$ cat src/hw/rtl/rsf_pkg.sv
// Shared types and constants of the fenced ring suballocator.
// Holds the result status codes, the register map and the layout of one queued region.
// No dependencies.
`default_nettype none

package rsf_pkg;

   // Result status of one transaction.
   typedef enum logic [1:0] {
      STATUS_OK         = 2'd0,
      STATUS_NO_SPACE   = 2'd1,
      STATUS_QUEUE_FULL = 2'd2,
      STATUS_TOO_LARGE  = 2'd3
   } status_type;

   // Request action codes.
   localparam logic ACTION_ALLOCATE = 1'b0;
   localparam logic ACTION_RECLAIM  = 1'b1;

   // Register map of the configuration port.
   localparam int unsigned    CSR_ADDR_W         = 2;
   localparam logic [1:0]     CSR_ADDR_RING_SIZE = 2'd0;
   localparam logic [31:0]    RING_SIZE_RESET    = 32'd65536;

   // One queued region. The length is kept instead of the start offset,
   // since the start is only ever needed to recover the length.
   typedef struct packed {
      logic [63:0] expiry;
      logic [31:0] end_pos;
      logic [31:0] length;
   } entry_type;

endpackage

`default_nettype wire

$ cat src/hw/rtl/rsf_region_mem.sv
// Region queue storage of the fenced ring suballocator.
// One write port and one read port with registered read data; uses rsf_pkg.
`default_nettype none

module rsf_region_mem #(
   parameter int unsigned DEPTH = 16
) (
   input  wire logic                     clock,
   input  wire logic                     wr_en,
   input  wire logic [$clog2(DEPTH)-1:0] wr_addr,
   input  wire rsf_pkg::entry_type       wr_data,
   input  wire logic [$clog2(DEPTH)-1:0] rd_addr,
   output rsf_pkg::entry_type            rd_data
);

   rsf_pkg::entry_type mem_ff [DEPTH];
   rsf_pkg::entry_type rd_data_ff;

   always_ff @(posedge clock) begin
      if (wr_en) begin
         mem_ff[wr_addr] <= wr_data;
      end
   end

   always_ff @(posedge clock) begin
      rd_data_ff <= mem_ff[rd_addr];
   end

   assign rd_data = rd_data_ff;

endmodule

`default_nettype wire

$ cat src/hw/rtl/ring_suballocator_with_fences_top.sv
// Top level of the fenced ring suballocator: control sequencer, ring pointers and CSR port.
// Uses rsf_pkg and instantiates rsf_region_mem for the region queue.
//
// Usage
//   The req channel carries one transaction per item: an allocate (size,
//   alignment, expiry date) or a reclaim (current date). The rsp channel
//   returns exactly one transaction per request, in order: status, granted
//   offset, number of regions freed and the used byte count afterwards.
//   Both channels are valid/ready. The CSR port holds ring_size at address 0
//   and must only be written while no request is in flight.
// Sequencing
//   An allocate is taken in the acceptance cycle, which computes the free
//   space and the alignment padding, and then ST_DECIDE decides the
//   placement and writes the region queue once the output register is free.
//   A reclaim pops the expired regions in ST_POP: the queue memory is read
//   once per popped entry, and each pop consumes its registered read data.
// Reset and stalls
//   Reset empties the queue, clears the pointers and the used count and
//   sets ring_size to 65536; the queue memory itself is not cleared, since
//   only entries that were written are ever read. A result waits in the
//   output register while the receiver stalls; the next request is still
//   accepted and processed up to the point where its own result is written.
`default_nettype none

module ring_suballocator_with_fences_top #(
   parameter int unsigned REGION_QUEUE_DEPTH = 16
) (
   input  wire logic                            clock,
   input  wire logic                            reset,
   // Request channel.
   input  wire logic                            req_valid,
   output logic                                 req_ready,
   input  wire logic                            req_action,
   input  wire logic [31:0]                     req_request_size,
   input  wire logic [4:0]                      req_alignment_log2,
   input  wire logic [63:0]                     req_date,
   // Response channel.
   output logic                                 rsp_valid,
   input  wire logic                            rsp_ready,
   output logic [1:0]                           rsp_status,
   output logic [31:0]                          rsp_region_offset,
   output logic [4:0]                           rsp_regions_freed,
   output logic [31:0]                          rsp_bytes_in_use,
   // Configuration port.
   input  wire logic                            csr_psel,
   input  wire logic                            csr_penable,
   input  wire logic                            csr_pwrite,
   input  wire logic [rsf_pkg::CSR_ADDR_W-1:0]  csr_paddr,
   input  wire logic [31:0]                     csr_pwdata,
   output logic [31:0]                          csr_prdata,
   output logic                                 csr_pready
);

   localparam int unsigned IDX_W = $clog2(REGION_QUEUE_DEPTH);
   localparam int unsigned CNT_W = $clog2(REGION_QUEUE_DEPTH + 1);
   localparam logic [IDX_W-1:0] LAST_IDX   = IDX_W'(REGION_QUEUE_DEPTH - 1);
   localparam logic [CNT_W-1:0] FULL_COUNT = CNT_W'(REGION_QUEUE_DEPTH);

   typedef enum logic [1:0] {
      ST_IDLE,
      ST_DECIDE,
      ST_POP
   } state_type;

   // Control state.
   state_type           state_ff, state_in;
   logic                rsp_valid_ff, rsp_valid_in;
   logic [31:0]         ring_size_ff, ring_size_in;
   logic [31:0]         write_pos_ff, write_pos_in;
   logic [31:0]         begin_pos_ff, begin_pos_in;
   logic [31:0]         used_ff, used_in;
   logic [IDX_W-1:0]    head_ff, head_in;
   logic [IDX_W-1:0]    tail_ff, tail_in;
   logic [CNT_W-1:0]    count_ff, count_in;
   logic [4:0]          freed_ff, freed_in;

   // Request payload and precomputed placement terms.
   logic [31:0]         size_ff, size_in;
   logic [63:0]         date_ff, date_in;
   logic [31:0]         pad_ff, pad_in;
   logic [31:0]         space_ff, space_in;
   logic [31:0]         aligned_ff, aligned_in;
   logic                too_large_ff, too_large_in;
   logic                full_ff, full_in;
   logic                linear_ff, linear_in;
   logic                wrap_ok_ff, wrap_ok_in;

   // Response payload.
   rsf_pkg::status_type status_ff, status_in;
   logic [31:0]         offset_ff, offset_in;
   logic [4:0]          rsp_freed_ff, rsp_freed_in;
   logic [31:0]         bytes_ff, bytes_in;

   // Datapath wires.
   logic                accept;
   logic                out_free;
   logic [31:0]         tail_space;
   logic [31:0]         align_mask;
   logic [32:0]         need;
   logic                fit;
   logic                grant;
   logic [31:0]         grant_pos;
   logic [32:0]         used_sum;
   logic                pop;
   logic [IDX_W-1:0]    head_inc;
   logic [IDX_W-1:0]    tail_inc;
   logic [IDX_W-1:0]    rd_addr;
   logic                mem_we;
   rsf_pkg::entry_type  wr_entry;
   rsf_pkg::entry_type  rd_entry;
   logic                csr_write;
   logic [CNT_W-1:0]    occupancy;

   rsf_region_mem #(
      .DEPTH (REGION_QUEUE_DEPTH)
   ) u_region_mem (
      .clock   (clock),
      .wr_en   (mem_we),
      .wr_addr (tail_ff),
      .wr_data (wr_entry),
      .rd_addr (rd_addr),
      .rd_data (rd_entry)
   );

   assign req_ready  = (state_ff == ST_IDLE);
   assign accept     = req_valid && req_ready;
   assign out_free   = !rsp_valid_ff || rsp_ready;
   assign csr_pready = 1'b1;
   assign csr_write  = csr_psel && csr_penable && csr_pwrite;
   assign csr_prdata = (csr_paddr == rsf_pkg::CSR_ADDR_RING_SIZE) ? ring_size_ff : 32'd0;

   assign head_inc = (head_ff == LAST_IDX) ? '0 : head_ff + IDX_W'(1);
   assign tail_inc = (tail_ff == LAST_IDX) ? '0 : tail_ff + IDX_W'(1);

   // Placement terms, taken from the request ports in the acceptance cycle.
   // With the write position beyond a shrunken ring the tail space is zero.
   assign tail_space = (ring_size_ff > write_pos_ff) ? (ring_size_ff - write_pos_ff) : 32'd0;
   assign align_mask = (32'd1 << req_alignment_log2) - 32'd1;

   // Decision terms, from registered values.
   assign need     = {1'b0, pad_ff} + {1'b0, size_ff};
   assign fit      = (need <= {1'b0, space_ff});
   assign used_sum = {1'b0, used_ff} + {1'b0, size_ff};

   // A queued region is released once its expiry date is not later than the
   // current date. The read data belongs to the current head entry.
   assign pop     = (state_ff == ST_POP) && (count_ff != '0) && (rd_entry.expiry <= date_ff);
   assign rd_addr = pop ? head_inc : head_ff;

   always_comb begin
      state_in     = state_ff;
      rsp_valid_in = rsp_valid_ff && !rsp_ready;
      ring_size_in = ring_size_ff;
      write_pos_in = write_pos_ff;
      begin_pos_in = begin_pos_ff;
      used_in      = used_ff;
      head_in      = head_ff;
      tail_in      = tail_ff;
      count_in     = count_ff;
      freed_in     = freed_ff;

      size_in      = size_ff;
      date_in      = date_ff;
      pad_in       = pad_ff;
      space_in     = space_ff;
      aligned_in   = aligned_ff;
      too_large_in = too_large_ff;
      full_in      = full_ff;
      linear_in    = linear_ff;
      wrap_ok_in   = wrap_ok_ff;

      status_in    = status_ff;
      offset_in    = offset_ff;
      rsp_freed_in = rsp_freed_ff;
      bytes_in     = bytes_ff;

      grant     = 1'b0;
      grant_pos = 32'd0;
      mem_we    = 1'b0;
      wr_entry  = '{expiry: date_ff, end_pos: 32'd0, length: size_ff};

      if (csr_write && (csr_paddr == rsf_pkg::CSR_ADDR_RING_SIZE)) begin
         ring_size_in = csr_pwdata;
      end

      unique case (state_ff)
         ST_IDLE: begin
            if (accept) begin
               size_in      = req_request_size;
               date_in      = req_date;
               freed_in     = 5'd0;
               // The ring is in linear order when the free space runs from
               // the write position to the end, possibly wrapping to zero.
               linear_in    = (begin_pos_ff < write_pos_ff) ||
                              ((begin_pos_ff == write_pos_ff) && (used_ff == 32'd0));
               space_in     = linear_in ? tail_space : (begin_pos_ff - write_pos_ff);
               pad_in       = (32'd0 - write_pos_ff) & align_mask;
               aligned_in   = write_pos_ff + pad_in;
               too_large_in = (req_request_size >= ring_size_ff);
               full_in      = (count_ff == FULL_COUNT);
               wrap_ok_in   = (req_request_size <= begin_pos_ff);
               state_in     = (req_action == rsf_pkg::ACTION_RECLAIM) ? ST_POP : ST_DECIDE;
            end
         end

         ST_DECIDE: begin
            if (out_free) begin
               priority if (too_large_ff) begin
                  status_in = rsf_pkg::STATUS_TOO_LARGE;
               end else if (full_ff) begin
                  status_in = rsf_pkg::STATUS_QUEUE_FULL;
               end else if (fit) begin
                  status_in = rsf_pkg::STATUS_OK;
                  grant     = 1'b1;
                  grant_pos = aligned_ff;
               end else if (linear_ff && wrap_ok_ff) begin
                  // The skipped tail is not counted as used.
                  status_in = rsf_pkg::STATUS_OK;
                  grant     = 1'b1;
                  grant_pos = 32'd0;
               end else begin
                  status_in = rsf_pkg::STATUS_NO_SPACE;
               end

               if (grant) begin
                  used_in          = used_sum[32] ? 32'hFFFF_FFFF : used_sum[31:0];
                  write_pos_in     = grant_pos + size_ff;
                  mem_we           = 1'b1;
                  wr_entry.end_pos = grant_pos + size_ff;
                  tail_in          = tail_inc;
                  count_in         = count_ff + CNT_W'(1);
               end

               offset_in    = grant_pos;
               rsp_freed_in = 5'd0;
               bytes_in     = used_in;
               rsp_valid_in = 1'b1;
               state_in     = ST_IDLE;
            end
         end

         ST_POP: begin
            if (pop) begin
               begin_pos_in = rd_entry.end_pos;
               used_in      = (used_ff >= rd_entry.length) ? (used_ff - rd_entry.length)
                                                           : 32'd0;
               head_in      = head_inc;
               count_in     = count_ff - CNT_W'(1);
               freed_in     = freed_ff + 5'd1;
            end else if (out_free) begin
               status_in    = rsf_pkg::STATUS_OK;
               offset_in    = 32'd0;
               rsp_freed_in = freed_ff;
               bytes_in     = used_ff;
               rsp_valid_in = 1'b1;
               state_in     = ST_IDLE;
            end
         end

         default: begin
            state_in = ST_IDLE;
         end
      endcase
   end

   always_ff @(posedge clock) begin
      if (reset) begin
         state_ff     <= ST_IDLE;
         rsp_valid_ff <= 1'b0;
         ring_size_ff <= rsf_pkg::RING_SIZE_RESET;
         write_pos_ff <= 32'd0;
         begin_pos_ff <= 32'd0;
         used_ff      <= 32'd0;
         head_ff      <= '0;
         tail_ff      <= '0;
         count_ff     <= '0;
         freed_ff     <= 5'd0;
      end else begin
         state_ff     <= state_in;
         rsp_valid_ff <= rsp_valid_in;
         ring_size_ff <= ring_size_in;
         write_pos_ff <= write_pos_in;
         begin_pos_ff <= begin_pos_in;
         used_ff      <= used_in;
         head_ff      <= head_in;
         tail_ff      <= tail_in;
         count_ff     <= count_in;
         freed_ff     <= freed_in;
      end
      size_ff      <= size_in;
      date_ff      <= date_in;
      pad_ff       <= pad_in;
      space_ff     <= space_in;
      aligned_ff   <= aligned_in;
      too_large_ff <= too_large_in;
      full_ff      <= full_in;
      linear_ff    <= linear_in;
      wrap_ok_ff   <= wrap_ok_in;
      status_ff    <= status_in;
      offset_ff    <= offset_in;
      rsp_freed_ff <= rsp_freed_in;
      bytes_ff     <= bytes_in;
   end

   assign rsp_valid         = rsp_valid_ff;
   assign rsp_status        = status_ff;
   assign rsp_region_offset = offset_ff;
   assign rsp_regions_freed = rsp_freed_ff;
   assign rsp_bytes_in_use  = bytes_ff;

   // Distance from head to tail around the queue, for the pointer check below.
   assign occupancy = (tail_ff >= head_ff) ? (CNT_W'(tail_ff) - CNT_W'(head_ff))
                                           : (CNT_W'(tail_ff) + FULL_COUNT - CNT_W'(head_ff));

   // The queue never holds more regions than it has entries.
   assert property (@(posedge clock) disable iff (reset) count_ff <= FULL_COUNT)
      else $error("region queue count exceeds its depth");

   // Head, tail and count stay consistent with each other.
   assert property (@(posedge clock) disable iff (reset)
      (count_ff == FULL_COUNT) ? (tail_ff == head_ff) : (occupancy == count_ff))
      else $error("region queue pointers disagree with the count");

   // A region is only written into a queue that has room for it.
   assert property (@(posedge clock) disable iff (reset) mem_we |-> (count_ff < FULL_COUNT))
      else $error("region written into a full queue");

   // Every pop releases exactly one region and moves the head.
   assert property (@(posedge clock) disable iff (reset)
      pop |=> ((count_ff == $past(count_ff) - CNT_W'(1)) && (head_ff != $past(head_ff)
               || REGION_QUEUE_DEPTH == 1)))
      else $error("pop did not release one region");

   // An accepted request always leaves the idle state for its own processing.
   assert property (@(posedge clock) disable iff (reset) accept |=> (state_ff != ST_IDLE))
      else $error("accepted request was not processed");

endmodule

`default_nettype wire
$ cat config.mk
export PLATFORM = sky130hd
export DESIGN_NAME = ring_suballocator_with_fences_top
export DESIGN_NICKNAME = d
export VERILOG_FILES = /design/src/hw/rtl/rsf_pkg.sv /design/src/hw/rtl/rsf_region_mem.sv /design/src/hw/rtl/ring_suballocator_with_fences_top.sv
export SDC_FILE = /design/constraint.sdc
export NUM_CORES = 2
export LEC_CHECK = 0
export BUFFER_PORTS_ARGS = -buffer_cell sky130_fd_sc_hd__buf_2
export CORE_MARGIN = 2
export CORE_UTILIZATION = 60
export CTS_CLUSTER_SIZE = 24
export DETAILED_ROUTE_END_ITERATION = 16
export MAX_ROUTING_LAYER = met4
export PLACE_DENSITY = 0.77
export REMOVE_ABC_BUFFERS = 1
export SYNTH_ARGS = -nofsm -noshare
export SYNTH_HDL_FRONTEND = slang
export SYNTH_HIERARCHICAL = 1
export SYNTH_SLANG_ARGS = --single-unit
$ cat constraint.sdc
create_clock -name clock -period 16.1 [get_ports clock]
set_input_delay 2.415 -clock clock [delete_from_list [all_inputs] [get_ports clock]]
set_output_delay 2.415 -clock clock [all_outputs]
set_load 0.005 [all_outputs]
== After elaboration in Yosys (flattened, before gate mapping) ==
Memory sizes are Yosys's and may differ from the RTL's. A register that Yosys moved wholly into a read port is not among the register bits.
Index checks and enable logic that the tools add are counted.

* Add/subtract/negate cells: 14
* Magnitude comparators: 7
* Equal/unequal tests: 12
* Shifts and indexed selects: 1
* Multiplexer cells: 65
* Bitwise logic cells: 1
* Reductions and logical operators: 27

{| class="wikitable"
|+ Operators by type and width
! cell !! number
|-
| 32-bit 2-to-1 mux || 21
|-
| 32-bit one-hot mux with 2 select lines || 3
|-
| 32-bit subtractor || 3
|-
| 32-bit by 32-bit adder with 33-bit output || 2
|-
| 32-bit adder || 2
|-
| 32-bit greater-or-equal comparator || 2
|-
| 64-bit <= comparator || 1
|-
| 5-bit 2-to-1 mux || 8
|-
| 33-bit by 32-bit <= comparator with 1-bit output || 1
|-
| 32-bit AND || 1
|-
| 32-bit equality test || 1
|-
| 32-bit > comparator || 1
|-
| 32-bit <= comparator || 1
|-
| 32-bit logical NOT || 1
|-
| 32-bit less-than comparator || 1
|-
| 1-bit by 5-bit << shifter with 32-bit output, first input constant || 1
|-
| 1-bit by 32-bit subtractor with 32-bit output, first input constant || 1
|-
| 32-bit by 1-bit subtractor with 32-bit output, second input constant || 1
|-
| 5-bit one-hot mux with 2 select lines || 3
|-
| 2-bit 2-to-1 mux || 9
|-
| 1-bit 2-to-1 mux || 15
|-
| 4-bit 2-to-1 mux || 3
|-
| 5-bit by 1-bit adder with 5-bit output, second input constant || 2
|-
| 2-bit != test, second input constant || 5
|-
| 19 further kinds || 38
|}

* Bits in registers: 416
* Memory bits (writable): 2048
* Input port bits: 143
* Output and inout bits: 106
* Word-level logic and storage cells: 151
* Memories kept: 1

{| class="wikitable"
|+ Memories
! memory !! depth !! bits a word !! rd ports !! clocked after Yosys merged registers in !! wr ports !! RTL line !! text
|-
| u_region_mem.mem_ff || 16 || 128 || 1 || 1 || 1 || rsf_region_mem.sv:16 || <nowiki>rsf_pkg::entry_type mem_ff [DEPTH];</nowiki>
|}

== Longest topological paths before layout ==
* Depth after elaboration: 12
* Depth in mapped cells: 35
* Depth with buffers taken out: 34

== Hierarchy ==
The synthesis kept the hierarchy.

{| class="wikitable"
|+ By module, submodules not included
! module !! times used !! cells an instance !! area each (um2) !! sequential area each (um2)
|-
| rsf_region_mem || 1 || 3365 || 79331.1 || 64061.4
|-
| ring_suballocator_with_fences_top || 1 || 3555 || 31778.0 || 11000.6
|}

== Worst setup path after synthesis ==
Ideal clock, no wire load.

* Path kind: register to register
* Start: register size_ff[1]
* End: memory u_region_mem/mem_ff[0][0] (netlist bit), enable pin
* Setup time: 0.772 ns
* Arrival: 14.072 ns
* Slack: 1.256 ns
* Stages on the path, launching flop included: 25
* Buffers on the path: 1
* Cell sequence: edfxtp_1 > inv_1 > fa_1 > nor2b_1 > o31ai_1 > a21o_1 > o31ai_2 > a21o_1 > a21o_1 > a21oi_1 > o21bai_1 > a2111oi_0 > nand3b_1 > ha_1 > nand4_1 > nor3_1 > nand4_1 > o31ai_1 > o311ai_1 > o21ai_2 > nand3_1 > clkinv_1 > clkbuf_1 > or3b_2 > nor3_1

* Word-level cells in the longest chain between the ends: 12

{| class="wikitable"
|+ Ends and longest elaborated chain
! item !! RTL line !! text
|-
| start: declaration || ring_suballocator_with_fences_top.sv:78 || <nowiki>logic [31:0] size_ff, size_in;</nowiki>
|-
| start signal: assignment || ring_suballocator_with_fences_top.sv:290 || <nowiki>size_ff <= size_in;</nowiki>
|-
| 32-bit by 32-bit adder with 33-bit output || ring_suballocator_with_fences_top.sv:141 || <nowiki>assign need = {1'b0, pad_ff} + {1'b0, size_ff};</nowiki>
|-
| 33-bit by 32-bit <= comparator with 1-bit output || ring_suballocator_with_fences_top.sv:142 || <nowiki>assign fit = (need <= {1'b0, space_ff});</nowiki>
|-
| 1-bit 2-to-1 mux || ring_suballocator_with_fences_top.sv:212 || <nowiki>end else if (fit) begin</nowiki>
|-
| 1-bit 2-to-1 mux || ring_suballocator_with_fences_top.sv:210 || <nowiki>end else if (full_ff) begin</nowiki>
|-
| 1-bit 2-to-1 mux || ring_suballocator_with_fences_top.sv:208 || <nowiki>priority if (too_large_ff) begin</nowiki>
|-
| 1-bit 2-to-1 mux || ring_suballocator_with_fences_top.sv:207 || <nowiki>if (out_free) begin</nowiki>
|-
| 1-bit 2-to-1 mux || ring_suballocator_with_fences_top.sv:186 || <nowiki>unique case (state_ff)</nowiki>
|-
| 1-bit 2-to-1 mux || ring_suballocator_with_fences_top.sv:225 || <nowiki>if (grant) begin</nowiki>
|-
| 1-bit 2-to-1 mux || ring_suballocator_with_fences_top.sv:207 ||
|-
| 1-bit 2-to-1 mux || ring_suballocator_with_fences_top.sv:186 ||
|-
| via mem_we || ring_suballocator_with_fences_top.sv:108 || <nowiki>logic mem_we;</nowiki>
|-
| 1-bit 2-to-1 mux || rsf_region_mem.sv:20 || <nowiki>if (wr_en) begin</nowiki>
|-
| 1-bit 2-to-1 mux (not written as such) || rsf_region_mem.sv:21 || <nowiki>mem_ff[wr_addr] <= wr_data;</nowiki>
|-
| end: declaration || rsf_region_mem.sv:16 ||
|}

The timed path passes the listed nets, and every way through them passes these cells. The select of a mux whose other input is x is not followed.

==> metrics.yaml <==
run_status:
  outcome: "complete, no violations"
setup_path:
  required_ns: 16.66
  max_stage_delay_ns: 0.89
  critPathLaunchType: "register"
  path_class: "register to register"
  crit_top_cell: "nand4_1"
  critPathSlowestCell: "o311ai_1"
  cp.arrival_ns: 11.30
  critPathMaxFanout: 38
  critPathCaptureType: "register"
logic_synthesis:
  yosysTopAreaCellShare_pct: 62.6
  synth-edff-count: 2315
  synthTopCellsByArea: "edfxtp_1 63%, mux4_2 9.6%, dfxtp_1 5.0%"
  syn_inst: 6920
  yosysUniqueCellTypes: 91
  synthesis.area_mm2: 0.111
  yosysTopAreaCell: "edfxtp_1"
  yosys_warnings: 6
  ys_ff_latch: 2592
  seq_area_frac_synth_pct: 67.6
  async_flop_share_pct: 0
  synth_commonest_cells: "2,315 x edfxtp_1, 476 x mux4_2, 392 x ha_1"
  synthFlopType: "edfxtp_1"
  avgSynthCellArea_um2: 16.1
  synth.most_common_cell: "edfxtp_1"
power_and_ir_drop:
  peakVddDrop_v: 0.000152
  p_leak_nw: 43.4
  power.density_mw_per_mm2: 133
  total_power_mw: 16.5
route:
  dr.pass1.iters: 6
  drtIter0Drc: 8812
  via_per_inst: 6.74
  wl_um: 325000
  drc_errors: 0
  wl_per_cell_um: 32.5
  antenna_left: 0
  vias: 67200
placed_design:
  place_ws_ns: 5.38
  hpwl_um: 197000
  portBuffers: 247
  place_area_mm2: 0.115
  gp_congestion: 0.995
  placed_cells: 9477
timing:
  setup_viol: 0
  fin_crit_sh_pct: 66.7
  fin_worst_skew_ns: 0.106
  hold_ws_ns: 0.471
  fin_ws_ns: 5.36
  tightest_slew_ns: 1.45
  rsz0062_at_grt: "false"
  period_minus_slack_ns: 10.74
  max_slew_margin_pct: 2.34
  hold_violations: 0
  finalSetupTns_ns: 0
  fmax_mhz: 93.1
  slew_violations: 0
layout:
  multi_input_area_mm2: 0.0338
  syn_to_final_growth_pct: 11.9
  fillerInstances: 12000
  final_nets: 7835
  register_area_mm2: 0.0751
  fin_util_pct: 67.7
  drive_gt1_share_pct: 17.6
  final_cells: 9978
  final_cell_area_mm2: 0.124
clock_tree:
  htree_levels: 5
  worstSkewPairLatency_ns: 0.97
  cts_tree: "yes"
  clock-root-buffer: "clkbuf_16"
  cts_sinks: 2592
  cts_resized: 0
  post_cts_buffers: 0
  hold_buffers: 0
  clock_path_buffers: 4
  cts_buffers: 278
  clk_pin_slew_ns: 0.06
worst_hold_path:
  min-delay-path-class: "register to register"
global_route:
  antenna_found_initial: 19
  track_usage_pct: 35.7
  overflow: 0
  grt_start_max_net_pins: 115
  grt_pass1_wl_um: 464000
  grt_pass1_vias: 66000
floorplan:
  io_pins: 249
  num_rows: 157
  core_area_mm2: 0.183
  dieHeight_um: 434
  start_util_pct: 60.6
  die-width_um: 434
  die-area_mm2: 0.189
run:
  drv_cap: 0
-- path summary, 6_finish.rpt --
kind / start / depth (start not counted) / slack (ns) / endpoint
setup reg to reg: size_ff[1]$_DFFE_PP_ / 34 / 5.36 / u_region_mem/mem_ff[12][63]$_DFFE_PP_
hold reg to reg: u_region_mem/rd_data[38]$_DFF_P_ / 2 / 0.47 / begin_pos_ff[6]$_SDFFE_PP0P_
setup / recovery: size_ff[1]$_DFFE_PP_ / 34 / 5.36 / u_region_mem/mem_ff[12][63]$_DFFE_PP_
hold / removal: u_region_mem/rd_data[38]$_DFF_P_ / 2 / 0.47 / begin_pos_ff[6]$_SDFFE_PP0P_
-- registers in the layout, summed over array words and instances (netlist names), 32 cells and up --
signal and count:
size_ff 32, u_region_mem/rd_data 128, date_ff 64, ring_size_ff 32, write_pos_ff 32, rsp_region_offset 32, rsp_bytes_in_use 32, space_ff 32
aligned_ff 32, used_ff 32, u_region_mem/mem_ff 2048, pad_ff 32, begin_pos_ff 32
-- cell type report --
type	instances	area share, %
Antenna cell	16	0.0322
Clock buffer	374	6.18
Clock inverter	111	0.938
Inverter	312	0.948
Multi-Input combinational cell	3729	27.2
Sequential cell	2592	60.4
Tap cell	2464	2.48
Timing Repair Buffer	380	1.88
-- critical path, delay by kind of cell, from the launching register on --
kind	cells	cell delay (ns)
simple gates	13	2.97
compound gates	14	4.43
flops	1	0.87
xor+xnor	1	0.10
fa+ha+maj	3	1.23
buf+inv	3	0.81
-- metal layers --
| layer | vias up | GRT usage, % | routed length (um) |
|---|---|---|---|
| met5 | - | - | 0 |
| met4 | 0 | 13.2 | 13100 |
| met3 | 606 | 6.72 | 32600 |
| met2 | 4095 | 53.7 | 153000 |
| met1 | 34400 | 49.1 | 126000 |
| li1 | 28100 | - | - |
-- where the power goes --
group | internal (mW) | leakage, nW | switching, mW | total [mW]
sequential | 7.61 | 23.7 | 0.216 | 7.82
clock | 3.71 | 4.32 | 2.58 | 6.29
combinational | 0.902 | 15.4 | 1.51 | 2.41
-- layout by cell type, fill, tap and decap left out, types with 21 or more instances in the layout --
| master | n |
|---|---|
| clkbuf_1 | 68 |
| a311oi_1 | 26 |
| o21a_1 | 58 |
| and2_1 | 61 |
| a211oi_1 | 53 |
| inv_1 | 305 |
| clkbuf_8 | 21 |
| o21bai_1 | 34 |
| xor2_1 | 67 |
| a22oi_1 | 220 |
| o21ai_0 | 140 |
| nand2_1 | 380 |
| nand3_1 | 56 |
| mux4_2 | 476 |
| nor2_1 | 282 |
| bufinv_16 | 23 |
| clkbuf_16 | 285 |
| a21o_1 | 155 |
| ha_1 | 391 |
| nand2b_1 | 43 |
| edfxtp_1 | 2315 |
| mux2i_1 | 120 |
| nand4_1 | 65 |
| o221ai_1 | 23 |
| nor2b_1 | 37 |
| dfxtp_1 | 277 |
| a21oi_1 | 330 |
| buf_4 | 126 |
| clkinv_1 | 41 |
| buf_2 | 246 |
| o22ai_1 | 34 |
| a31oi_1 | 31 |
| clkinv_2 | 32 |
| nor3_1 | 90 |
| and3_1 | 60 |
| or3_1 | 24 |
| xnor2_1 | 136 |
| o211ai_1 | 33 |
-- kinds of logic (layout without fill, tap and decap cells) --
group                      Yosys count  in the layout  synth area share, %
AOI/OAI and AO/OA                 1301           1301                 7.89
xor gates and xnor gates           204            204                 1.61
adders and majority gates          399            399                 4.54
buffers and inverters              599           1177                 2.28
DFF                               2592           2592                 67.6
muxes                              602            602                 10.8
other                                2             18              0.00676
and+or+nand+nor                   1221           1221                 5.33
(Power assumes the default switching activity.)
